[config.mk]
export PLATFORM = sky130hd
export DESIGN_NAME = source_text_tokenizer_core
export DESIGN_NICKNAME = d
export VERILOG_FILES = /design/src/rtl/core/stt_pkg.sv /design/src/rtl/core/stt_front.sv /design/src/rtl/core/stt_queue.sv /design/src/rtl/core/stt_back.sv /design/src/rtl/core/source_text_tokenizer_core.sv
export SDC_FILE = /design/constraint.sdc
export NUM_CORES = 1
export LEC_CHECK = 0
export ABC_CLOCK_PERIOD_IN_PS = 9300
export BUFFER_PORTS_ARGS = -buffer_cell sky130_fd_sc_hd__buf_2
export CAP_MARGIN = 20
export CORE_AREA = 2 2 295 297
export DETAILED_ROUTE_END_ITERATION = 10
export DIE_AREA = 0 0 297 299
export GPL_ROUTABILITY_DRIVEN = 0
export PLACE_DENSITY = 0.48
export SYNTH_ARGS = -nofsm -noshare
export SYNTH_HDL_FRONTEND = slang
export SYNTH_HIERARCHICAL = 1
export SYNTH_SLANG_ARGS = --single-unit
export TNS_END_PERCENT = 20
[constraint.sdc]
create_clock -name clk_i -period 9.3 [get_ports clk_i]
set_input_delay 1.86 -clock clk_i [delete_from_list [all_inputs] [get_ports clk_i]]
set_output_delay 1.86 -clock clk_i [all_outputs]
set_load 0.02 [all_outputs]
[src/rtl/core/stt_pkg.sv]
// ----------------------------------------------------------------------------
// stt_pkg: shared types and constants of the source text tokenizer
// Token kinds, scanner modes, character class word and keyword table.
// ----------------------------------------------------------------------------
package stt_pkg;

  // Token kind codes as they appear on the result channel
  typedef enum logic [4:0] {
    KIND_EOF      = 5'd0,
    KIND_IDENT    = 5'd1,
    KIND_NUM      = 5'd2,
    KIND_STRING   = 5'd3,
    KIND_IF       = 5'd4,
    KIND_THEN     = 5'd5,
    KIND_ELSE     = 5'd6,
    KIND_WHILE    = 5'd7,
    KIND_DO       = 5'd8,
    KIND_INT      = 5'd9,
    KIND_FLOAT    = 5'd10,
    KIND_LPAREN   = 5'd11,
    KIND_RPAREN   = 5'd12,
    KIND_LBRACKET = 5'd13,
    KIND_RBRACKET = 5'd14,
    KIND_LBRACE   = 5'd15,
    KIND_RBRACE   = 5'd16,
    KIND_PLUS     = 5'd17,
    KIND_MINUS    = 5'd18,
    KIND_STAR     = 5'd19,
    KIND_SLASH    = 5'd20,
    KIND_GT       = 5'd21,
    KIND_GE       = 5'd22,
    KIND_LT       = 5'd23,
    KIND_LE       = 5'd24,
    KIND_ASSIGN   = 5'd25,
    KIND_EQ       = 5'd26,
    KIND_SEMI     = 5'd27,
    KIND_COMMA    = 5'd28,
    KIND_NE       = 5'd29,
    KIND_ERROR    = 5'd30
  } token_kind_e;

  // Scanner modes of the back end
  typedef enum logic [3:0] {
    MODE_IDLE     = 4'd0,
    MODE_IDENT    = 4'd1,
    MODE_NUM_INT  = 4'd2,
    MODE_NUM_DOT  = 4'd3,
    MODE_NUM_FRAC = 4'd4,
    MODE_STRING   = 4'd5,
    MODE_GT       = 4'd6,
    MODE_LT       = 4'd7,
    MODE_EQ       = 4'd8,
    MODE_BANG     = 4'd9
  } scan_mode_e;

  // Character codes with a special role
  localparam logic [7:0] ChEot        = 8'h00;
  localparam logic [7:0] ChTab        = 8'h09;
  localparam logic [7:0] ChNewline    = 8'h0A;
  localparam logic [7:0] ChCr         = 8'h0D;
  localparam logic [7:0] ChSpace      = 8'h20;
  localparam logic [7:0] ChDquote     = 8'h22;
  localparam logic [7:0] ChSquote     = 8'h27;
  localparam logic [7:0] ChDot        = 8'h2E;
  localparam logic [7:0] ChUnderscore = 8'h5F;

  // Queue between front and back
  localparam int QueueDepth   = 4;
  localparam int QueuePtrBits = $clog2(QueueDepth);

  // Keyword spellings, first character in the low byte, zero padded
  localparam logic [39:0] KwIf    = 40'h00_0000_6669;
  localparam logic [39:0] KwThen  = 40'h00_6e65_6874;
  localparam logic [39:0] KwElse  = 40'h00_6573_6c65;
  localparam logic [39:0] KwWhile = 40'h65_6c69_6877;
  localparam logic [39:0] KwDo    = 40'h00_0000_6f64;
  localparam logic [39:0] KwInt   = 40'h00_0074_6e69;
  localparam logic [39:0] KwFloat = 40'h74_616f_6c66;

  // Classified character word carried through the queue
  typedef struct packed {
    logic [7:0]  ch;
    logic        eot;
    logic        blank;
    logic        newline;
    logic        ident_start;
    logic        digit;
    logic        dot;
    logic        quote;
    logic        gt;
    logic        lt;
    logic        eq;
    logic        bang;
    logic        punct;
    token_kind_e punct_kind;
  } char_class_t;

  // One result word
  typedef struct packed {
    token_kind_e kind;
    logic [31:0] start;
    logic [15:0] length;
    logic [31:0] line;
  } token_t;

  // Map a single-character punctuation byte to its kind
  function automatic token_kind_e punct_kind(logic [7:0] c);
    token_kind_e k;
    case (c)
      "(":     k = KIND_LPAREN;
      ")":     k = KIND_RPAREN;
      "[":     k = KIND_LBRACKET;
      "]":     k = KIND_RBRACKET;
      "{":     k = KIND_LBRACE;
      "}":     k = KIND_RBRACE;
      "+":     k = KIND_PLUS;
      "-":     k = KIND_MINUS;
      "*":     k = KIND_STAR;
      "/":     k = KIND_SLASH;
      ";":     k = KIND_SEMI;
      ",":     k = KIND_COMMA;
      default: k = KIND_EOF;
    endcase
    return k;
  endfunction

  // Compare the identifier prefix against all keywords at once
  function automatic token_kind_e keyword_kind(logic [39:0] prefix, logic [2:0] len);
    token_kind_e k;
    k = KIND_IDENT;
    if (len == 3'd2 && prefix == KwIf)    k = KIND_IF;
    if (len == 3'd4 && prefix == KwThen)  k = KIND_THEN;
    if (len == 3'd4 && prefix == KwElse)  k = KIND_ELSE;
    if (len == 3'd5 && prefix == KwWhile) k = KIND_WHILE;
    if (len == 3'd2 && prefix == KwDo)    k = KIND_DO;
    if (len == 3'd3 && prefix == KwInt)   k = KIND_INT;
    if (len == 3'd5 && prefix == KwFloat) k = KIND_FLOAT;
    return k;
  endfunction

endpackage

[src/rtl/core/stt_front.sv]
// ----------------------------------------------------------------------------
// stt_front: character intake and classification
// Accepts one character word a cycle while the queue has room and pushes its class word to the queue.
// ----------------------------------------------------------------------------
module stt_front (
  input  logic                 in_valid_i,
  output logic                 in_ready_o,
  input  logic [7:0]           ch_i,
  output logic                 push_valid_o,
  input  logic                 push_ready_i,
  output stt_pkg::char_class_t push_data_o
);

  stt_pkg::token_kind_e pk;

  // Pass the handshake straight to the queue
  assign push_valid_o = in_valid_i;
  assign in_ready_o   = push_ready_i;

  // Classify the character
  always_comb begin
    pk = stt_pkg::punct_kind(ch_i);
    push_data_o.ch          = ch_i;
    push_data_o.eot         = (ch_i == stt_pkg::ChEot);
    push_data_o.blank       = (ch_i == stt_pkg::ChSpace) ||
                              (ch_i >= stt_pkg::ChTab && ch_i <= stt_pkg::ChCr);
    push_data_o.newline     = (ch_i == stt_pkg::ChNewline);
    push_data_o.ident_start = (ch_i >= "a" && ch_i <= "z") ||
                              (ch_i >= "A" && ch_i <= "Z") ||
                              (ch_i == stt_pkg::ChUnderscore);
    push_data_o.digit       = (ch_i >= "0" && ch_i <= "9");
    push_data_o.dot         = (ch_i == stt_pkg::ChDot);
    push_data_o.quote       = (ch_i == stt_pkg::ChDquote) || (ch_i == stt_pkg::ChSquote);
    push_data_o.gt          = (ch_i == ">");
    push_data_o.lt          = (ch_i == "<");
    push_data_o.eq          = (ch_i == "=");
    push_data_o.bang        = (ch_i == "!");
    push_data_o.punct       = (pk != stt_pkg::KIND_EOF);
    push_data_o.punct_kind  = pk;
  end

endmodule

[src/rtl/core/stt_queue.sv]
// ----------------------------------------------------------------------------
// stt_queue: short queue of classified characters
// Decouples the intake side from the scanner so each side stalls on its own.
// ----------------------------------------------------------------------------
module stt_queue (
  input  logic                 clk_i,
  input  logic                 rst_ni,
  input  logic                 push_valid_i,
  output logic                 push_ready_o,
  input  stt_pkg::char_class_t push_data_i,
  output logic                 pop_valid_o,
  input  logic                 pop_ready_i,
  output stt_pkg::char_class_t pop_data_o
);

  localparam int PtrBits = stt_pkg::QueuePtrBits;

  stt_pkg::char_class_t mem_q [stt_pkg::QueueDepth];
  logic [PtrBits-1:0]   wr_ptr_q, rd_ptr_q;
  logic [PtrBits:0]     cnt_q, cnt_d;
  logic                 push, pop;

  assign push_ready_o = (cnt_q != (PtrBits+1)'(stt_pkg::QueueDepth));
  assign pop_valid_o  = (cnt_q != '0);
  assign push         = push_valid_i && push_ready_o;
  assign pop          = pop_valid_o && pop_ready_i;
  assign pop_data_o   = mem_q[rd_ptr_q];

  // Track the fill level
  always_comb begin
    cnt_d = cnt_q;
    if (push && !pop) cnt_d = cnt_q + 1'b1;
    if (pop && !push) cnt_d = cnt_q - 1'b1;
  end

  // Advance pointers
  always_ff @(posedge clk_i or negedge rst_ni) begin
    if (!rst_ni) begin
      wr_ptr_q <= '0;
      rd_ptr_q <= '0;
      cnt_q    <= '0;
    end else begin
      if (push) wr_ptr_q <= wr_ptr_q + 1'b1;
      if (pop)  rd_ptr_q <= rd_ptr_q + 1'b1;
      cnt_q <= cnt_d;
    end
  end

  // Store the pushed word
  always_ff @(posedge clk_i) begin
    if (push) mem_q[wr_ptr_q] <= push_data_i;
  end

endmodule

[src/rtl/core/stt_back.sv]
// ----------------------------------------------------------------------------
// stt_back: token scanner and result buffer
// Steps the scanner once per character and serializes up to three tokens.
// ----------------------------------------------------------------------------
module stt_back #(
  parameter int POSITION_BITS = 32,
  parameter int LENGTH_BITS   = 16
) (
  input  logic                 clk_i,
  input  logic                 rst_ni,
  input  logic                 pop_valid_i,
  output logic                 pop_ready_o,
  input  stt_pkg::char_class_t pop_data_i,
  output logic                 out_valid_o,
  input  logic                 out_ready_i,
  output stt_pkg::token_t      out_token_o,
  output logic                 out_last_o
);

  localparam logic [LENGTH_BITS-1:0] LenMax = {LENGTH_BITS{1'b1}};

  stt_pkg::char_class_t c;

  stt_pkg::scan_mode_e mode_q, mode_d, fresh_mode;
  logic [POSITION_BITS-1:0] begin_q, begin_d, pos_q, pos_d;
  logic [LENGTH_BITS-1:0]   count_q, count_d, inc1, inc2;
  logic [31:0]              line_q, line_d;
  logic [39:0]              prefix_q, prefix_d;
  logic [7:0]               quote_q, quote_d;

  logic                 fresh, fresh_begins, fresh_emit;
  stt_pkg::token_kind_e fresh_kind;
  logic                 ident_cont;

  logic                     pend_v, dot_v;
  stt_pkg::token_kind_e     pend_kind;
  logic [LENGTH_BITS-1:0]   pend_len;
  logic [2:0]               kw_len;

  stt_pkg::token_t pend_tok, dot_tok, fresh_tok;
  stt_pkg::token_t slot0, slot1, slot2;
  logic [1:0]      n_new;

  stt_pkg::token_t res_q [3];
  logic [1:0]      n_q, idx_q;
  logic            last, step;

  // Saturating length increment
  function automatic logic [LENGTH_BITS-1:0] sat_add(logic [LENGTH_BITS-1:0] v,
                                                     logic [1:0] d);
    logic [LENGTH_BITS:0] s;
    s = {1'b0, v} + (LENGTH_BITS+1)'(d);
    return s[LENGTH_BITS] ? LenMax : s[LENGTH_BITS-1:0];
  endfunction

  // Fit an offset to the 32-bit result field
  function automatic logic [31:0] fit_start(logic [POSITION_BITS-1:0] v);
    logic [POSITION_BITS+31:0] w;
    w = {32'b0, v};
    return w[31:0];
  endfunction

  // Fit a length to the 16-bit result field
  function automatic logic [15:0] fit_len(logic [LENGTH_BITS-1:0] v);
    logic [LENGTH_BITS+15:0] w;
    w = {16'b0, v};
    return w[15:0];
  endfunction

  assign c          = pop_data_i;
  assign inc1       = sat_add(count_q, 2'd1);
  assign inc2       = sat_add(count_q, 2'd2);
  assign ident_cont = c.ident_start || c.digit;
  assign kw_len     = (count_q < LENGTH_BITS'(6)) ? count_q[2:0] : 3'd7;

  // Decode how the character starts a token when scanned afresh
  always_comb begin
    fresh_mode   = stt_pkg::MODE_IDLE;
    fresh_begins = 1'b0;
    fresh_emit   = 1'b0;
    fresh_kind   = stt_pkg::KIND_ERROR;
    if (c.eot) begin
      fresh_emit = 1'b1;
      fresh_kind = stt_pkg::KIND_EOF;
    end else if (c.blank) begin
      fresh_emit = 1'b0;
    end else if (c.ident_start) begin
      fresh_mode   = stt_pkg::MODE_IDENT;
      fresh_begins = 1'b1;
    end else if (c.digit) begin
      fresh_mode   = stt_pkg::MODE_NUM_INT;
      fresh_begins = 1'b1;
    end else if (c.quote) begin
      fresh_mode   = stt_pkg::MODE_STRING;
      fresh_begins = 1'b1;
    end else if (c.punct) begin
      fresh_emit = 1'b1;
      fresh_kind = c.punct_kind;
    end else if (c.gt) begin
      fresh_mode   = stt_pkg::MODE_GT;
      fresh_begins = 1'b1;
    end else if (c.lt) begin
      fresh_mode   = stt_pkg::MODE_LT;
      fresh_begins = 1'b1;
    end else if (c.eq) begin
      fresh_mode   = stt_pkg::MODE_EQ;
      fresh_begins = 1'b1;
    end else if (c.bang) begin
      fresh_mode   = stt_pkg::MODE_BANG;
      fresh_begins = 1'b1;
    end else begin
      fresh_emit = 1'b1;
    end
  end

  // Next scanner mode
  always_comb begin
    fresh  = 1'b0;
    mode_d = mode_q;
    unique case (mode_q)
      stt_pkg::MODE_IDENT: begin
        if (!ident_cont) fresh = 1'b1;
      end
      stt_pkg::MODE_NUM_INT: begin
        if (c.digit) mode_d = mode_q;
        else if (c.dot) mode_d = stt_pkg::MODE_NUM_DOT;
        else fresh = 1'b1;
      end
      stt_pkg::MODE_NUM_FRAC: begin
        if (!c.digit) fresh = 1'b1;
      end
      stt_pkg::MODE_NUM_DOT: begin
        if (c.digit) mode_d = stt_pkg::MODE_NUM_FRAC;
        else fresh = 1'b1;
      end
      stt_pkg::MODE_STRING: begin
        if (c.eot) fresh = 1'b1;
        else if (c.ch == quote_q) mode_d = stt_pkg::MODE_IDLE;
      end
      stt_pkg::MODE_GT, stt_pkg::MODE_LT, stt_pkg::MODE_EQ, stt_pkg::MODE_BANG: begin
        if (c.eq) mode_d = stt_pkg::MODE_IDLE;
        else fresh = 1'b1;
      end
      default: fresh = 1'b1;
    endcase
    if (fresh) mode_d = fresh_mode;
    if (c.eot) mode_d = stt_pkg::MODE_IDLE;
  end

  // Token closed by this character in the current mode
  always_comb begin
    pend_v    = 1'b0;
    dot_v     = 1'b0;
    pend_kind = stt_pkg::KIND_NUM;
    pend_len  = count_q;
    unique case (mode_q)
      stt_pkg::MODE_IDENT: begin
        pend_v    = !ident_cont;
        pend_kind = stt_pkg::keyword_kind(prefix_q, kw_len);
      end
      stt_pkg::MODE_NUM_INT: begin
        pend_v = !c.digit && !c.dot;
      end
      stt_pkg::MODE_NUM_FRAC: begin
        pend_v = !c.digit;
      end
      stt_pkg::MODE_NUM_DOT: begin
        pend_v = !c.digit;
        dot_v  = !c.digit;
      end
      stt_pkg::MODE_STRING: begin
        if (c.eot) begin
          pend_v    = 1'b1;
          pend_kind = stt_pkg::KIND_ERROR;
        end else if (c.ch == quote_q) begin
          pend_v    = 1'b1;
          pend_kind = stt_pkg::KIND_STRING;
          pend_len  = inc1;
        end
      end
      stt_pkg::MODE_GT: begin
        pend_v    = 1'b1;
        pend_kind = c.eq ? stt_pkg::KIND_GE : stt_pkg::KIND_GT;
        pend_len  = c.eq ? LENGTH_BITS'(2) : LENGTH_BITS'(1);
      end
      stt_pkg::MODE_LT: begin
        pend_v    = 1'b1;
        pend_kind = c.eq ? stt_pkg::KIND_LE : stt_pkg::KIND_LT;
        pend_len  = c.eq ? LENGTH_BITS'(2) : LENGTH_BITS'(1);
      end
      stt_pkg::MODE_EQ: begin
        pend_v    = 1'b1;
        pend_kind = c.eq ? stt_pkg::KIND_EQ : stt_pkg::KIND_ASSIGN;
        pend_len  = c.eq ? LENGTH_BITS'(2) : LENGTH_BITS'(1);
      end
      stt_pkg::MODE_BANG: begin
        pend_v    = 1'b1;
        pend_kind = c.eq ? stt_pkg::KIND_NE : stt_pkg::KIND_ERROR;
        pend_len  = c.eq ? LENGTH_BITS'(2) : LENGTH_BITS'(1);
      end
      default: pend_v = 1'b0;
    endcase
  end

  // Next counters, prefix and quote
  always_comb begin
    count_d  = count_q;
    begin_d  = begin_q;
    prefix_d = prefix_q;
    quote_d  = quote_q;
    line_d   = line_q;
    pos_d    = pos_q + 1'b1;
    case (mode_q)
      stt_pkg::MODE_IDENT: begin
        if (ident_cont) begin
          count_d = inc1;
          for (int j = 0; j < 5; j++) begin
            if (count_q == LENGTH_BITS'(j)) begin
              prefix_d[8*j +: 8] = prefix_q[8*j +: 8] | c.ch;
            end
          end
        end
      end
      stt_pkg::MODE_NUM_INT, stt_pkg::MODE_NUM_FRAC: begin
        if (c.digit) count_d = inc1;
      end
      stt_pkg::MODE_NUM_DOT: begin
        if (c.digit) count_d = inc2;
      end
      stt_pkg::MODE_STRING: begin
        if (!c.eot) count_d = inc1;
      end
      default: count_d = count_q;
    endcase
    if (fresh && fresh_begins) begin
      begin_d = pos_q;
      count_d = LENGTH_BITS'(1);
    end
    if (fresh && c.ident_start) prefix_d = {32'b0, c.ch};
    if (fresh && c.quote)       quote_d  = c.ch;
    if (fresh && c.newline)     line_d   = line_q + 1'b1;
    if (c.eot) begin
      count_d  = '0;
      begin_d  = '0;
      prefix_d = '0;
      quote_d  = '0;
      line_d   = '0;
      pos_d    = '0;
    end
  end

  // Build and pack the tokens of this step in order
  always_comb begin
    pend_tok.kind    = pend_kind;
    pend_tok.start   = fit_start(begin_q);
    pend_tok.length  = fit_len(pend_len);
    pend_tok.line    = line_q;
    dot_tok.kind     = stt_pkg::KIND_ERROR;
    dot_tok.start    = fit_start(pos_q - 1'b1);
    dot_tok.length   = 16'd1;
    dot_tok.line     = line_q;
    fresh_tok.kind   = fresh_kind;
    fresh_tok.start  = fit_start(pos_q);
    fresh_tok.length = c.eot ? 16'd0 : 16'd1;
    fresh_tok.line   = line_q;
    slot0 = pend_v ? pend_tok : fresh_tok;
    slot1 = dot_v ? dot_tok : fresh_tok;
    slot2 = fresh_tok;
    n_new = {1'b0, pend_v} + {1'b0, dot_v} + {1'b0, fresh && fresh_emit};
  end

  // Take a new character once the buffer is drained or drains now
  assign out_valid_o = (n_q != 2'd0);
  assign last        = (idx_q == n_q - 2'd1);
  assign out_last_o  = last;
  assign pop_ready_o = !out_valid_o || (out_ready_i && last);
  assign step        = pop_valid_i && pop_ready_o;

  // Select the buffered token on show
  always_comb begin
    case (idx_q)
      2'd0:    out_token_o = res_q[0];
      2'd1:    out_token_o = res_q[1];
      default: out_token_o = res_q[2];
    endcase
  end

  // Hold scanner state
  always_ff @(posedge clk_i or negedge rst_ni) begin
    if (!rst_ni) begin
      mode_q   <= stt_pkg::MODE_IDLE;
      begin_q  <= '0;
      count_q  <= '0;
      pos_q    <= '0;
      line_q   <= '0;
      prefix_q <= '0;
      quote_q  <= '0;
    end else if (step) begin
      mode_q   <= mode_d;
      begin_q  <= begin_d;
      count_q  <= count_d;
      pos_q    <= pos_d;
      line_q   <= line_d;
      prefix_q <= prefix_d;
      quote_q  <= quote_d;
    end
  end

  // Advance the result buffer
  always_ff @(posedge clk_i or negedge rst_ni) begin
    if (!rst_ni) begin
      n_q   <= 2'd0;
      idx_q <= 2'd0;
    end else if (step) begin
      n_q   <= n_new;
      idx_q <= 2'd0;
    end else if (out_valid_o && out_ready_i) begin
      if (last) begin
        n_q   <= 2'd0;
        idx_q <= 2'd0;
      end else begin
        idx_q <= idx_q + 2'd1;
      end
    end
  end

  // Load result words
  always_ff @(posedge clk_i) begin
    if (step) begin
      res_q[0] <= slot0;
      res_q[1] <= slot1;
      res_q[2] <= slot2;
    end
  end

endmodule

[src/rtl/core/source_text_tokenizer_core.sv]
// ----------------------------------------------------------------------------
// source_text_tokenizer_core: streaming tokenizer for source text
// Scans one character word a cycle unless stalled; emits kind, offset, length and line.
// ----------------------------------------------------------------------------
// Input channel: one character word per handshake on ch_i; a zero byte ends
// the text. Output channel: one token word per handshake, is_last_o marks the
// final token caused by one character. A character causes zero to three
// tokens; EOF follows any pending token at end of text, and then the offset
// and line counters restart at zero.
// A token caused by a character shows after the queue, which stores the
// character at the edge that takes it, and the scanner step, which writes
// the token into the result buffer; a busy scanner holds it in the queue.
// Throughput: one character per cycle while the receiver keeps up and each
// character causes at most one token; a character causing more tokens holds
// the scanner until its last token leaves the result buffer's single-word port.
// A four-word queue between intake and scanner absorbs short stalls; when the
// receiver stalls, the buffered token holds, the scanner waits and the queue
// fills, after which in_ready_o drops.
// Reset clears the scanner, queue and buffer; no token is pending after it.
// ----------------------------------------------------------------------------
module source_text_tokenizer_core #(
  parameter int POSITION_BITS = 32,
  parameter int LENGTH_BITS   = 16
) (
  input  logic        clk_i,
  input  logic        rst_ni,
  input  logic        in_valid_i,
  output logic        in_ready_o,
  input  logic [7:0]  ch_i,
  output logic        out_valid_o,
  input  logic        out_ready_i,
  output logic [4:0]  token_kind_o,
  output logic [31:0] token_start_o,
  output logic [15:0] token_length_o,
  output logic [31:0] line_number_o,
  output logic        is_last_o
);

  stt_pkg::char_class_t push_data, pop_data;
  logic                 push_valid, push_ready, pop_valid, pop_ready;
  stt_pkg::token_t      tok;

  // Classify incoming characters
  stt_front u_front (
    .in_valid_i   (in_valid_i),
    .in_ready_o   (in_ready_o),
    .ch_i         (ch_i),
    .push_valid_o (push_valid),
    .push_ready_i (push_ready),
    .push_data_o  (push_data)
  );

  // Buffer classified characters
  stt_queue u_queue (
    .clk_i        (clk_i),
    .rst_ni       (rst_ni),
    .push_valid_i (push_valid),
    .push_ready_o (push_ready),
    .push_data_i  (push_data),
    .pop_valid_o  (pop_valid),
    .pop_ready_i  (pop_ready),
    .pop_data_o   (pop_data)
  );

  // Scan and emit tokens
  stt_back #(
    .POSITION_BITS (POSITION_BITS),
    .LENGTH_BITS   (LENGTH_BITS)
  ) u_back (
    .clk_i       (clk_i),
    .rst_ni      (rst_ni),
    .pop_valid_i (pop_valid),
    .pop_ready_o (pop_ready),
    .pop_data_i  (pop_data),
    .out_valid_o (out_valid_o),
    .out_ready_i (out_ready_i),
    .out_token_o (tok),
    .out_last_o  (is_last_o)
  );

  assign token_kind_o   = tok.kind;
  assign token_start_o  = tok.start;
  assign token_length_o = tok.length;
  assign line_number_o  = tok.line;

endmodule

==> metrics list, run 1 <==
- The flow ran to the end, and the final reports show no timing, DRC or antenna violations.
* Remaining global-route overflow: 0
- First-pass GRT wire length: 88900 um
* Top area cells in the synthesized netlist: sky130_fd_sc_hd__edfxtp_1, sky130_fd_sc_hd__dfrtp_1, sky130_fd_sc_hd__nand2_1, sky130_fd_sc_hd__nor2_1, sky130_fd_sc_hd__mux4_2
* Clock tree from TritonCTS: built
- During I/O placement, the number of pins put on the boundary was 100.
- Total of endpoints with negative setup slack in the final report: 0
- Headroom to the max-slew limit: 0.305
- In this run the standard cell core region covers 0.0859 sq mm.
- The largest total area in the synthesized netlist belongs to sky130_fd_sc_hd__edfxtp_1.
- In the synthesized netlist the async set-or-reset flop fraction comes to 0.401.
* Area added between synthesis and finish: 13.1%
* Gr usage total: 0.126
- Achievable clock frequency: between 200 and 250 MHz
- Leakage power of the design: between 9 and 10 nW
- Synthesis instantiated approximately 100 different standard cells from the library.
- Period minus WS final: roughly 4600 ps
- Entering global routing, the biggest net connects 77 pins.
- Detailed placement ended at an HPWL of approximately 37000 um.
- Total count of max-transition violations in the final report: 0
- The die covers between 0.08 and 0.09 sq mm.
* Cell occurring most often along the worst timing path: sky130_fd_sc_hd__nand2_1
* Via total after detailed routing: roughly 15000
- The later pin in the worst-skew pair is clocked with a latency of approximately 600 ps.
- Post-Route Skew: about 19 ps
- At the placement stage, the worst setup path has a slack of roughly 4600 ps.
* Vertical die dimension: 299 um
- Summing all multi-input logic gate instances after layout gives 0.00804 sq mm.
- Setup repair after global routing left no endpoint under its margin.
- Total number of nets in the final design: 2003
- Final-layout worst hold slack: roughly 480 ps
- Nets in the synthesized netlist: about 2000
* Slew of the pin with the lowest slew margin: 1040 ps
* Arrival time at the worst endpoint: ~2800 ps
* Type of element launching the critical path: register
- Chain of cells forming the critical path: inv_1, ha_2, nor2_4, buf_4, nand2_1, nand2_1, buf_2
- From left edge to right edge, the die measures 297 um.
- For the final routed database, the setup TNS stands at 0 ps.
* DRC Markers: 0
- Start-to-end type of the worst setup path: register to primary output
* Cell Rows: roughly 110
* Worst path required time: 7440 ps
* Wire per inst: 17.8 um
* Capturing element type of the critical path: primary output
- Along the worst path, the maximum fanout reaches 20.
- Power density normalized to cell area: about 340 mW/mm^2
- Effective utilization at floorplan: 0.247
* Count of maximum capacitance violations: 0
* Sum of routed wire length over all layers: between 50000 and 60000 um
- Fill cell count: approximately 9000
- In this run the remaining antenna-violating nets after routing total 0.
* Number of clock buffers inserted by TritonCTS: between 40 and 50
* Area share of the leading cell type in the synthesized netlist: 0.369
* Sequential cell area in the final layout: 0.0122 sq mm
- Number of hold-repair buffers added at the cts stage: 0
- Counting every instance in the synthesized netlist gives 1978.
* Slowest stage cell, crit path: sky130_fd_sc_hd__nor2_4
- Antenna violations before repair: 6
- Class of the tightest hold or removal check: register to register
- Final setup slack of the worst path: roughly 4700 ps
- Of the available clock period, the critical path in the final layout requires 0.499.
- Post-synth EDFFs: approximately 260
- Using the TritonRoute via totals, the vias-per-cell ratio works out to between 4 and 5.
- After clock tree synthesis, the repair step resized 0 gates.
- Vias in the first global route: 15068
- Ratio of cells with drive above 1 in the final layout: 0.136
- For this run, the slowest stage of the critical path takes a little under 500 ps.
- The hold violation count in the final report came to 0.
- Count of warnings emitted by yosys: 6
* Primary FF master, synth: sky130_fd_sc_hd__edfxtp_1
- Buffers placed on the I/O ports in this run total 99.
- After synthesis the netlist holds a flip-flop and latch count of between 400 and 500.
- A synthesized cell averages between 10 and 15 sq um.
* Clock H-tree levels: 2
- The pre-antenna-repair detailed-routing pass consisted of 5 iterations.
* Number of setup buffers added after CTS: 0
- After synthesis the cells add up to around 0.021 sq mm.
- In this run the deepest clock path goes through 3 buffers.
* Sequential area share after synthesis: 0.575
- Clock root cell: sky130_fd_sc_hd__clkbuf_16
* Clock input transition at the sequential cells of the worst setup and hold paths: around 60 ps
- DRC marker count from the first detailed-route iteration: ~1100
* Largest vdd supply drop: approximately 0.19 mV
- Num Clock Sinks: between 400 and 500
[per-stage QoR]
| step | std cells | utilization | power, W | area (sq um) |
|---|---|---|---|---|
| after floorplan | 1978 | - | 0.00543 | 21300 |
| after global placement | 3076 | 0.262 | 0.00647 | 22500 |
| after detailed placement | 3077 | 0.262 | 0.00656 | 22500 |
| after CTS | 3166 | 0.280 | 0.00842 | 24000 |
| after global routing | 3168 | 0.280 | 0.00881 | 24000 |
| final | 3169 | 0.280 | 0.00828 | 24000 |
[sequential cells by signal, summed over array words and instances (netlist names), 3 cells and up]
signal,cells
u_queue/mem_q,100
u_back/prefix_q,40
u_back/mode_q,4
u_back/quote_q,8
u_back/begin_q,32
u_back/res_q,161
u_queue/cnt_q,3
u_back/line_q,32
u_back/pos_q,32
u_back/count_q,16
[placed cells by master, fill, tap and decap left out, drive strengths merged, types with 8 or more instances in the layout]
cell    synthesis  layout
a21oi          99      99
a22o           12      12
a22oi          49      49
a311oi          8       8
a31oi          16      16
and2           29      29
and3           21      21
buf            63     119
clkbuf        112      63
clkinv          1      23
dfrtp         175     175
edfxtp        261     261
ha             16      16
inv            46      49
mux2            8       8
mux2i           8       8
mux4           25      25
nand2         321     321
nand2b         17      17
nand3          40      40
nand4          29      29
nor2          173     173
nor3           55      55
nor4           30      30
o21ai         107     107
o22ai           9       9
o31ai           9       9
or2             9       9
or3            23      23
xnor2          59      59
xor2           27      27
[area by class of cell]
class,count,area share
flip-flops and latches,436,0.508
multi-input cells,1320,0.334
clock buffers,62,0.0539
diodes,2,0.000208
repair buffers,120,0.0279
clock inverters,27,0.00775
well taps,1155,0.0601
inverters,47,0.00755
[power breakdown]
| part | switching (W) | internal, W |
|---|---|---|
| clock | 0.000809 | 0.00102 |
| sequential | 0.000291 | 0.00276 |
| combinational | 0.00244 | 0.000966 |
[metal layers]
layer	share of wire	vias up	GRT usage
met2	0.49	323	0.212
met3	0.047	103	0.0255
li1	-	7081	-
met4	0.025	8	0.0382
met5	0.00081	-	0
met1	0.44	7408	0.162
[cells by family (layout without fill, tap and decap cells)]
| logic type | Yosys count | count (layout) | share of synthesized area |
|---|---|---|---|
| adders and majority gates | 18 | 18 | 0.0113 |
| and+or+nand+nor | 813 | 813 | 0.189 |
| AOI/OAI and AO/OA | 362 | 362 | 0.107 |
| DFF | 436 | 436 | 0.575 |
| xor gates and xnor gates | 86 | 86 | 0.0354 |
| muxes | 41 | 41 | 0.0347 |
| buffers and inverters | 222 | 256 | 0.0483 |
| other | 0 | 2 | 0 |
[path summary, 6_finish.rpt]
check | slack, ps | cells past startpoint | to | from
worst max-delay path | 4660 | 7 | token_kind_o[1] | u_back/idx_q[0]
worst min-delay path | 480 | 2 | u_back/begin_q[30] | u_back/begin_q[30]
worst max register to register | 4910 | 10 | u_back/count_q[3] | u_queue/rd_ptr_q[0]
worst min register to register | 480 | 2 | u_back/begin_q[30] | u_back/begin_q[30]
max in group asynchronous | 6730 | 2 | u_back/line_q[22] | rst_ni
min in group asynchronous | 1220 | 1 | u_back/begin_q[15] | rst_ni
[cells in the mapped netlist (7+ instances only)]
cell type and instances:
sky130_fd_sc_hd__ha_1 16, sky130_fd_sc_hd__o31ai_1 9, sky130_fd_sc_hd__dfrtp_1 175, sky130_fd_sc_hd__xnor2_1 59, sky130_fd_sc_hd__nor2_1 171, sky130_fd_sc_hd__a311oi_1 8
sky130_fd_sc_hd__o21ai_0 104, sky130_fd_sc_hd__mux2_2 7, sky130_fd_sc_hd__a22oi_1 49, sky130_fd_sc_hd__nand2b_1 17, sky130_fd_sc_hd__and2_1 28, sky130_fd_sc_hd__o22ai_1 9
sky130_fd_sc_hd__or3_1 21, sky130_fd_sc_hd__nand4_1 28, sky130_fd_sc_hd__edfxtp_1 261, sky130_fd_sc_hd__nor4_1 27, sky130_fd_sc_hd__inv_1 45, sky130_fd_sc_hd__mux2i_1 8
sky130_fd_sc_hd__nand2_1 321, sky130_fd_sc_hd__nand3_1 40, sky130_fd_sc_hd__a22o_1 12, sky130_fd_sc_hd__buf_2 20, sky130_fd_sc_hd__a31oi_1 16, sky130_fd_sc_hd__buf_1 11
sky130_fd_sc_hd__mux4_2 25, sky130_fd_sc_hd__buf_6 8, sky130_fd_sc_hd__buf_4 24, sky130_fd_sc_hd__clkbuf_1 108, sky130_fd_sc_hd__nor3_1 50, sky130_fd_sc_hd__a21oi_1 98
sky130_fd_sc_hd__and3_1 17, sky130_fd_sc_hd__xor2_1 27
[critical path: cells and delay by family, from the launching register on]
| family | cells | cell delay, ps |
|---|---|---|
| simple gates | 3 | 820 |
| buf+inv | 3 | 740 |
| flops | 1 | 400 |
| fa+ha+maj | 1 | 210 |
Power figures use the tool's default switching activity.
==> inputs of run 2 (changes only) <==
--- a/config.mk
+++ b/config.mk
@@ -5,7 +5,7 @@
 export SDC_FILE = /design/constraint.sdc
 export NUM_CORES = 1
 export LEC_CHECK = 0
-export ABC_CLOCK_PERIOD_IN_PS = 9300
+export ABC_CLOCK_PERIOD_IN_PS = 4600
 export BUFFER_PORTS_ARGS = -buffer_cell sky130_fd_sc_hd__buf_2
 export CAP_MARGIN = 20
 export CORE_AREA = 2 2 295 297
==> constraint.sdc (replaced) <==
create_clock -name clk_i -period 4.6 [get_ports clk_i]
set_input_delay 0.92 -clock clk_i [delete_from_list [all_inputs] [get_ports clk_i]]
set_output_delay 0.92 -clock clk_i [all_outputs]
set_load 0.02 [all_outputs]
==> metrics list, run 2 (same netlist as run 1, synthesis figures left out) <==
- Worst reg2reg endpoint: u_back/count_q[2] (was u_back/count_q[3])
- The layout net count is 2021 (was 2003).
- Maximum fanout along the worst path: 23 (was 20)
* Remaining antenna violation count after routing: 0 (unchanged)
- Worst reg2reg setup slack: 720 ps (was 4910 ps)
- The ratio of routed vias to standard cells is 4.76 (was 4.71).
* Area added between synthesis and finish: 14.6% (was 13.1%)
* Vias in the first global route: 15152 (was 15068)
* Placed wire-length estimate: 38000 um (was 36600 um)
- Utilization after layout: 0.283 (was 0.280)
- Number of diodes: 0 (was 2)
- Final instance area: 0.0244 sq mm (was 0.0240 sq mm)
- The kind of start point of the critical path is a register (unchanged).
- Number of hold-repair buffers added at the cts stage: 0 (unchanged)
- Counting I/O delays and the setup requirement, the final critical path takes a little under 4000 ps.
- The die area came to 0.0888 sq mm (unchanged).
* Arrival time at the worst endpoint: 4310 ps (was 2780 ps)
* Largest register by flop count: u_back/res_q (unchanged)
- The clock tree root buffer cell is sky130_fd_sc_hd__clkbuf_16 (unchanged).
* Drt first pass iters: 5 (unchanged)
* Number of flip-flops under the largest register name: 161 (unchanged)
* Headroom to the max-slew limit: 0.270 (was 0.305)
- The data required time of the worst path is 5030 ps (was 7440 ps).
- The via count of the routed design was 15160 (was 14923).
- Total of endpoints with negative setup slack in the final report: 0 (unchanged)
- The count of fill cells added during filler insertion came to 9013 (was 8981).
- Post-Route Skew: 35.8 ps (was 18.7 ps)
- IO Pins: 100 (unchanged)
- The die extent in x is 297 um (unchanged).
- The layout cell share with drive strength beyond 1 is 0.147 (was 0.136).
- Clock tree from TritonCTS: built (unchanged)
- The buffer depth of the longest clock path is 3 (unchanged).
- The number of DRC markers in iteration 0 was 1234 (was 1130).
- Sum of routed wire length over all layers: 57400 um (was 56600 um)
* Antenna violations before repair: 1 (was 6)
- Clock Latency Late Sink: 620 ps (was 600 ps)
* Slew of the pin with the lowest slew margin: 1090 ps (was 1040 ps)
* Vertical die dimension: 299 um (unchanged)
- Largest vdd supply drop: 0.394 mV (was 0.189 mV)
- The clock sink count came to 436 (unchanged).
* Number of clock buffers inserted by TritonCTS: 48 (unchanged)
- The all-layer global routing usage was 0.127 (was 0.126).
- The number of instances resized during post-cts repair is 0 (unchanged).
* Number of setup buffers added after CTS: 0 (unchanged)
* Registers with the highest flip-flop counts: u_back/res_q (161), u_queue/mem_q (100), u_back/prefix_q (40) (unchanged)
* Class of the tightest hold or removal check: primary input to asynchronous set/reset pin (was register to register)
- The total of max-cap violations came to 0 (unchanged).
* RSZ-0062 raised after global routing: no (unchanged)
- The pin count of the biggest net entering global routing was 87 (was 77).
* Buffers added on ports: 99 (unchanged)
* Effective utilization at floorplan: 0.247 (unchanged)
- The area of placed instances was 0.0227 sq mm (was 0.0225 sq mm).
* Power density normalized to cell area: 707 mW/mm^2 (was 344 mW/mm^2)
- Most frequent standard cell in the layout excluding fill and tap cells: sky130_fd_sc_hd__nand2_1 (unchanged)
- The area used by multi-input combinational logic was 0.00804 sq mm (unchanged).
- Total negative slack: 0 ps (unchanged)
* DRC Markers: 0 (unchanged)
* Achievable clock frequency: 258 MHz
- Remaining global-route overflow: 0 (unchanged)
* Leakage power of the design: 9.35 nW (was 9.19 nW)
- The endpoint kind of the worst setup timing path is a register (was primary output).
- Clock input transition at the sequential cells of the worst setup and hold paths: 60 ps (about the same)
- Final count of hold timing violations: 0 (unchanged)
* Final period utilization: 0.843
* Most used cells in the layout excluding fill and tap cells: sky130_fd_sc_hd__nand2_1, sky130_fd_sc_hd__edfxtp_1, sky130_fd_sc_hd__dfrtp_1 (unchanged)
- The total power of the final layout came to 0.0172 W (was 0.00828 W).
- Clock H-tree levels: 2 (unchanged)
- The placeable core region was 0.0859 sq mm (unchanged).
- Run status: finished, final reports clean (unchanged)
* Cell Rows: 108 (unchanged)
* First-pass GRT wire length: 89600 um (was 88900 um)
- The critical path class was register to register (was register to primary output).
- The final-report max-slew violation count came to 0 (unchanged).
- The register area was 0.0122 sq mm (unchanged).
* Startpoint of the worst register-to-register path: u_queue/rd_ptr_q[1] (was u_queue/rd_ptr_q[0])
- Wire per inst: 18.0 um (was 17.8 um)
- Number of cell instances on the worst register-to-register path: 8 (was 10)
==> run 2: changes by cell type in the layout (fill, tap and decap cells not counted), sizes merged <==
| cell | delta |
|---|---|
| buf | +19 |
| bufinv | +4 |
| clkinv | -4 |
| clkbuf | -3 |
| clkinvlp | +3 |
| diode | -2 |
==> run 2: stage by stage <==
stage,instances,hold WS [ps],worst slack (ps)
2_1_floorplan,1978,423,27.4
3_3_place_gp,3096,461,814
3_5_place_dp,3096,467,780
4_1_cts,3186,425,763
5_1_grt,3186,461,535
6_report,3186,402,724
==> run 2: cell type report <==
| cell class | count | area share |
|---|---|---|
| multi-input combinational | 1320 | 0.330 |
| timing repair buffer | 138 | 0.0341 |
| tap | 1155 | 0.0593 |
| clock buffer | 60 | 0.0532 |
| inverter | 47 | 0.00745 |
| clock inverter | 30 | 0.0144 |
| sequential | 436 | 0.501 |
==> run 2: worst max path at each step <==
stage / endpoint / slack [ps] / from / cells after the start
after floorplan: u_back/line_q[2] / 30 / out_ready_i / 9
after global placement: u_back/res_q[0][164] / 810 / u_queue/rd_ptr_q[1] / 6
after detailed placement: u_back/count_q[1] / 780 / u_queue/rd_ptr_q[1] / 7
after CTS: u_back/count_q[2] / 760 / u_queue/rd_ptr_q[1] / 8
after global routing: u_back/count_q[2] / 540 / u_queue/rd_ptr_q[1] / 8
final: u_back/count_q[2] / 720 / u_queue/rd_ptr_q[1] / 8
==> run 2: metal layers <==
layer	up-vias	GRT usage	part of all wire
met5	-	0	0.00028
met4	2	0.0364	0.023
met3	89	0.0220	0.046
met2	400	0.221	0.50
met1	7560	0.161	0.44
li1	7109	-	-
==> run 2: critical path, cell delays in order, from the launching register on <==
cell	delay (ps)
sky130_fd_sc_hd__dfrtp_1	890
sky130_fd_sc_hd__buf_4	300
sky130_fd_sc_hd__mux4_2	360
sky130_fd_sc_hd__nor3_1	350
sky130_fd_sc_hd__or3b_2	540
sky130_fd_sc_hd__a31o_2	340
sky130_fd_sc_hd__o21a_1	530
sky130_fd_sc_hd__o21ai_0	250
sky130_fd_sc_hd__a22oi_1	140
==> run 2: power by group <==
group | internal (W) | total, W | switching [W] | leakage [nW]
logic | 0.00209 | 0.00703 | 0.00494 | 3.53
registers | 0.00556 | 0.00621 | 0.000642 | 5.03
clock network | 0.00231 | 0.00398 | 0.00167 | 0.796
total | 0.00996 | 0.0172 | 0.00725 | 9.35
==> inputs of run 3 (changes only) <==
--- a/config.mk
+++ b/config.mk
@@ -5,12 +5,13 @@
 export SDC_FILE = /design/constraint.sdc
 export NUM_CORES = 1
 export LEC_CHECK = 0
-export ABC_CLOCK_PERIOD_IN_PS = 4600
+export ABC_AREA = 1
+export ABC_CLOCK_PERIOD_IN_PS = 3800
 export BUFFER_PORTS_ARGS = -buffer_cell sky130_fd_sc_hd__buf_2
 export CAP_MARGIN = 20
-export CORE_AREA = 2 2 295 297
+export CORE_AREA = 2 2 311 313
 export DETAILED_ROUTE_END_ITERATION = 10
-export DIE_AREA = 0 0 297 299
+export DIE_AREA = 0 0 313 315
 export GPL_ROUTABILITY_DRIVEN = 0
 export PLACE_DENSITY = 0.48
 export SYNTH_ARGS = -nofsm -noshare
==> constraint.sdc (replaced) <==
create_clock -name clk_i -period 3.8 [get_ports clk_i]
set_input_delay 0.76 -clock clk_i [delete_from_list [all_inputs] [get_ports clk_i]]
set_output_delay 0.76 -clock clk_i [all_outputs]
set_load 0.02 [all_outputs]
==> metrics list, run 3 <==
* Buffering stage count on the worst path with inverters included: 4 (was 1)
- The number of design rule violations left after detail routing came to 0 (unchanged).
- Remaining global-route overflow: 0 (unchanged)
- Placed wire-length estimate: 47800 um (was 38000 um)
- Maximum fanout along the worst path: 69 (was 23)
* Largest register by flop count: u_back/res_q (unchanged)
- Ranking of synthesized cells by instance count: sky130_fd_sc_hd__nand2_1, sky130_fd_sc_hd__nor2_1, sky130_fd_sc_hd__inv_1, sky130_fd_sc_hd__edfxtp_1, sky130_fd_sc_hd__dfrtp_1 (was sky130_fd_sc_hd__nand2_1, sky130_fd_sc_hd__edfxtp_1, sky130_fd_sc_hd__dfrtp_1, sky130_fd_sc_hd__nor2_1, sky130_fd_sc_hd__clkbuf_1).
- The summed negative setup slack over all endpoints came to 0 ps (unchanged).
- The area of the mapped netlist was 0.0236 sq mm (was 0.0213 sq mm).
- Gr usage total: 0.138 (was 0.127)
* First-pass GRT wire length: 107000 um (was 89600 um)
- Top-count cell post-synth: sky130_fd_sc_hd__nand2_1 (unchanged)
- The level count of the clock H-tree was 2 (unchanged).
* Clock Latency Late Sink: 620 ps (about the same)
* Post-synthesis async set-or-reset flop share: 0.401 (unchanged)
- The via count of the routed design was 18771 (was 15160).
- The clock transition at the registers of the reported paths came to 60 ps (about the same).
- The share of the cycle needed by the critical path after routing came to 0.881 (was 0.843).
- Slew of the pin with the lowest slew margin: 907 ps (was 1090 ps)
* Largest incremental delay on the critical path: 410 ps (was 890 ps)
* Worst reg2reg setup slack: 450 ps (was 720 ps)
- The critical path's top delay family is buffers and inverters (was compound AO/OA/AOI/OAI gates).
- The kind of start point of the critical path is a register (unchanged).
- The I/O pin total was 100 (unchanged).
- The most common flop cell mapped by yosys is sky130_fd_sc_hd__edfxtp_1 (unchanged).
* Final setup slack of the worst path: 452 ps (was 724 ps)
- The residual antenna-violating net count after detailed routing came to 0 (unchanged).
- The number of synthesized flops with an enable pin came to 261 (unchanged).
- Wire per inst: 16.3 um (was 18.0 um)
- The die extent in x is 313 um (was 297 um).
- The portion of the post-synthesis area used by sequential elements came to 0.518 (was 0.575).
- Number of hold-repair buffers added at the cts stage: 0 (unchanged)
- Most used cells in the layout excluding fill and tap cells: sky130_fd_sc_hd__nand2_1, sky130_fd_sc_hd__nor2_1, sky130_fd_sc_hd__inv_1 (was sky130_fd_sc_hd__nand2_1, sky130_fd_sc_hd__edfxtp_1, sky130_fd_sc_hd__dfrtp_1).
- Fill cell count: 10287 (was 9013)
* Worst reg2reg endpoint: u_back/begin_q[23] (was u_back/count_q[2])
- Synthesis-stage register bit count: 436 (unchanged)
* Sum of routed wire length over all layers: 68300 um (was 57400 um)
- The buffer depth of the longest clock path is 3 (unchanged).
* Post-Syn Instances: 2817 (was 1978)
* Avg Cell Area, Syn: 8.37 sq um (was 10.7 sq um)
- Number of distinct standard cells referenced by the synthesized netlist: 53 (was 101)
* Startpoint of the worst register-to-register path: u_queue/rd_ptr_q[0] (was u_queue/rd_ptr_q[1])
* Overall die area: 0.0986 sq mm (was 0.0888 sq mm)
- Arrival time at the worst endpoint: 3820 ps (was 4310 ps)
- Num Clock Sinks: 436 (unchanged)
* Vias in the first global route: 18259 (was 15152)
* DRC marker count from the first detailed-route iteration: 1314 (was 1234)
* Largest net degree at the start of global routing: 100 (was 87)
- The number of buffers added for setup after CTS was 0 (unchanged).
* Number of clock buffers inserted by TritonCTS: 51 (was 48)
* WP depth: 14 (was 8)
* Class of the tightest hold or removal check: primary input to asynchronous set/reset pin (unchanged)
- The number of flip-flops under the largest register name came to 161 (unchanged).
* Ratio of cells with drive above 1 in the final layout: 0.109 (was 0.147)
* Buffers added on ports: 99 (unchanged)
- Antenna violations before repair: 6 (was 1)
- The total of max-cap violations was 0 (unchanged).
- Effective utilization at floorplan: 0.246 (was 0.247)
* Drt first pass iters: 5 (unchanged)
- The area growth from synthesis to final layout was 15.1% (was 14.6%).
- Top area cells in the synthesized netlist: sky130_fd_sc_hd__edfxtp_1, sky130_fd_sc_hd__dfrtp_1, sky130_fd_sc_hd__nand2_1, sky130_fd_sc_hd__nor2_1, sky130_fd_sc_hd__inv_1 (was sky130_fd_sc_hd__edfxtp_1, sky130_fd_sc_hd__dfrtp_1, sky130_fd_sc_hd__nand2_1, sky130_fd_sc_hd__nor2_1, sky130_fd_sc_hd__mux4_2).
- The fraction of post-synthesis cell area in the top cell type by area was 0.332 (was 0.369).
- Slowest stage cell, crit path: sky130_fd_sc_hd__dfrtp_1 (unchanged)
- Floorplan core area: 0.0957 sq mm (was 0.0859 sq mm)
- Capturing element type of the critical path: register (unchanged)
* Count of warnings emitted by yosys: 6 (unchanged)
- Nets in the synthesized netlist: 2847 (was 2008)
- The library cell occupying the most area in the post-synthesis netlist is sky130_fd_sc_hd__edfxtp_1 (unchanged).
* Total of endpoints with negative setup slack in the final report: 0 (unchanged)
- The layout net count came to 2887 (was 2021).
- The clock tree root buffer cell was sky130_fd_sc_hd__clkbuf_16 (unchanged).
- Headroom to the max-slew limit: 0.395 (was 0.270)
- Start-to-end type of the worst setup path: register to register (unchanged)
- Post-Route Skew: 30.8 ps (was 35.8 ps)
* Leakage power of the design: 11.6 nW (was 9.35 nW)
* Worst path required time: 4270 ps (was 5030 ps)
* Most frequent standard cell in the layout excluding fill and tap cells: sky130_fd_sc_hd__nand2_1 (unchanged)
- The depth of the worst register-to-register path came to 14 (was 8).
- The time the final worst path needs with I/O delays and setup came to 3350 ps (was 3880 ps).
* Chain of cells forming the critical path: inv_2, buf_4, buf_4, nand2_1, o211ai_1, nand2_1, o21ai_0, nand3_1, nand3_1, o21bai_4, nand2_4, nand2_4, buf_12, o21ai_0 (was buf_4, mux4_2, nor3_1, or3b_2, a31o_2, o21a_1, o21ai_0, a22oi_1)
- Achievable clock frequency: 299 MHz (was 258 MHz)
- Registers with the highest flip-flop counts: u_back/res_q (161), u_queue/mem_q (100), u_back/prefix_q (40) (unchanged)
- The worst supply voltage drop on vdd is 0.730 mV (was 0.394 mV).
- Cell Rows: 114 (was 108)
- The hold violation count in the final report was 0 (unchanged).
- Run status: finished, final reports clean (unchanged)
- The clock tree from TritonCTS is built (unchanged).
- RSZ-0062 raised after global routing: no (unchanged)
* Number of gates resized after cts: 0 (unchanged)
* Power density normalized to cell area: 888 mW/mm^2 (was 707 mW/mm^2)
- Post-place setup slack: 475 ps (was 780 ps)
- The ratio of routed vias to standard cells was 4.49 (was 4.76).
* Vertical die dimension: 315 um (was 299 um)
* Total count of max-transition violations in the final report: 0 (unchanged)
==> run 3: cell types whose count changed after synthesis, sizes merged, moves of 40 or more <==
cell / previous run / this run
nand3: 40 / 149
nand4: 29 / 69
a21oi: 99 / 41
o21ai: 107 / 194
inv: 46 / 303
o211ai: 4 / 70
nor2: 173 / 324
xor2: 27 / 68
nand2: 321 / 827
xnor2: 59 / 7
==> run 3: per-stage QoR <==
step	std cells	total power, W	instance area (sq um)	util	hold WS [ps]
floorplan	2817	0.0154	23600	-	420
global placement	4080	0.0190	25300	0.264	463
detailed placement	4080	0.0190	25300	0.264	470
CTS	4176	0.0244	27100	0.284	132
global route	4176	0.0258	27100	0.284	156
finish	4177	0.0241	27100	0.284	124
==> run 3: kinds of logic (layout without fill, tap and decap cells) <==
kind of cell | after synthesis | after routing | synth area share
compound gates | 375 | 375 | 0.0993
flops | 436 | 436 | 0.518
simple gates | 1448 | 1448 | 0.261
xor+xnor | 75 | 75 | 0.0279
fa+ha+maj | 18 | 18 | 0.0102
other cells | 0 | 1 | 0
buf+inv | 465 | 548 | 0.0840
==> run 3: power breakdown <==
part | internal [W] | leakage, nW | switching, W
clock | 0.00324 | 0.868 | 0.00208
sequential | 0.00701 | 4.92 | 0.000715
combinational | 0.00285 | 5.77 | 0.00820
total | 0.0131 | 11.6 | 0.0110
==> run 3: worst register-to-register path, stage by stage (launching register included) <==
cell and delay, ps:
sky130_fd_sc_hd__dfrtp_1 410, sky130_fd_sc_hd__inv_2 370, sky130_fd_sc_hd__buf_4 280, sky130_fd_sc_hd__buf_4 280, sky130_fd_sc_hd__nand2_1 90, sky130_fd_sc_hd__o211ai_1 80
sky130_fd_sc_hd__nand2_1 170, sky130_fd_sc_hd__o21ai_0 340, sky130_fd_sc_hd__nand3_1 180, sky130_fd_sc_hd__nand3_1 110, sky130_fd_sc_hd__o21bai_4 140, sky130_fd_sc_hd__nand2_4 160
sky130_fd_sc_hd__nand2_4 130, sky130_fd_sc_hd__buf_12 240, sky130_fd_sc_hd__o21ai_0 240
==> run 3: worst max path at each step <==
stage	endpoint	startpoint	slack (ps)
floorplan	u_back/res_q[0][117]	u_back/n_q[0]	660
global placement	u_back/res_q[0][63]	u_queue/rd_ptr_q[0]	510
detailed placement	u_back/begin_q[15]	u_queue/rd_ptr_q[0]	470
CTS	token_start_o[15]	u_back/idx_q[1]	420
global route	u_back/res_q[0][80]	u_queue/rd_ptr_q[0]	100
finish	u_back/begin_q[23]	u_queue/rd_ptr_q[0]	450
==> run 3: layout make-up <==
class / count / area, sq um / share of cell area
antenna: 1 / 2.50 / 0.0000922
timing repair buffer: 147 / 927 / 0.0342
clock inverter: 33 / 469 / 0.0173
sequential: 436 / 12200 / 0.450
inverter: 305 / 1150 / 0.0422
clock buffer: 63 / 1360 / 0.0502
multi-input combinational: 1916 / 9420 / 0.347
tap: 1276 / 1600 / 0.0588
==> run 3: layer usage <==
metal  global-route usage  vias to the layer above  part of all wire
li1                     -                     9357                 -
met1                0.183                     8894              0.46
met2                0.230                      394              0.47
met3               0.0183                      118             0.041
met4               0.0459                        8             0.028
met5                    0                        -           0.00066
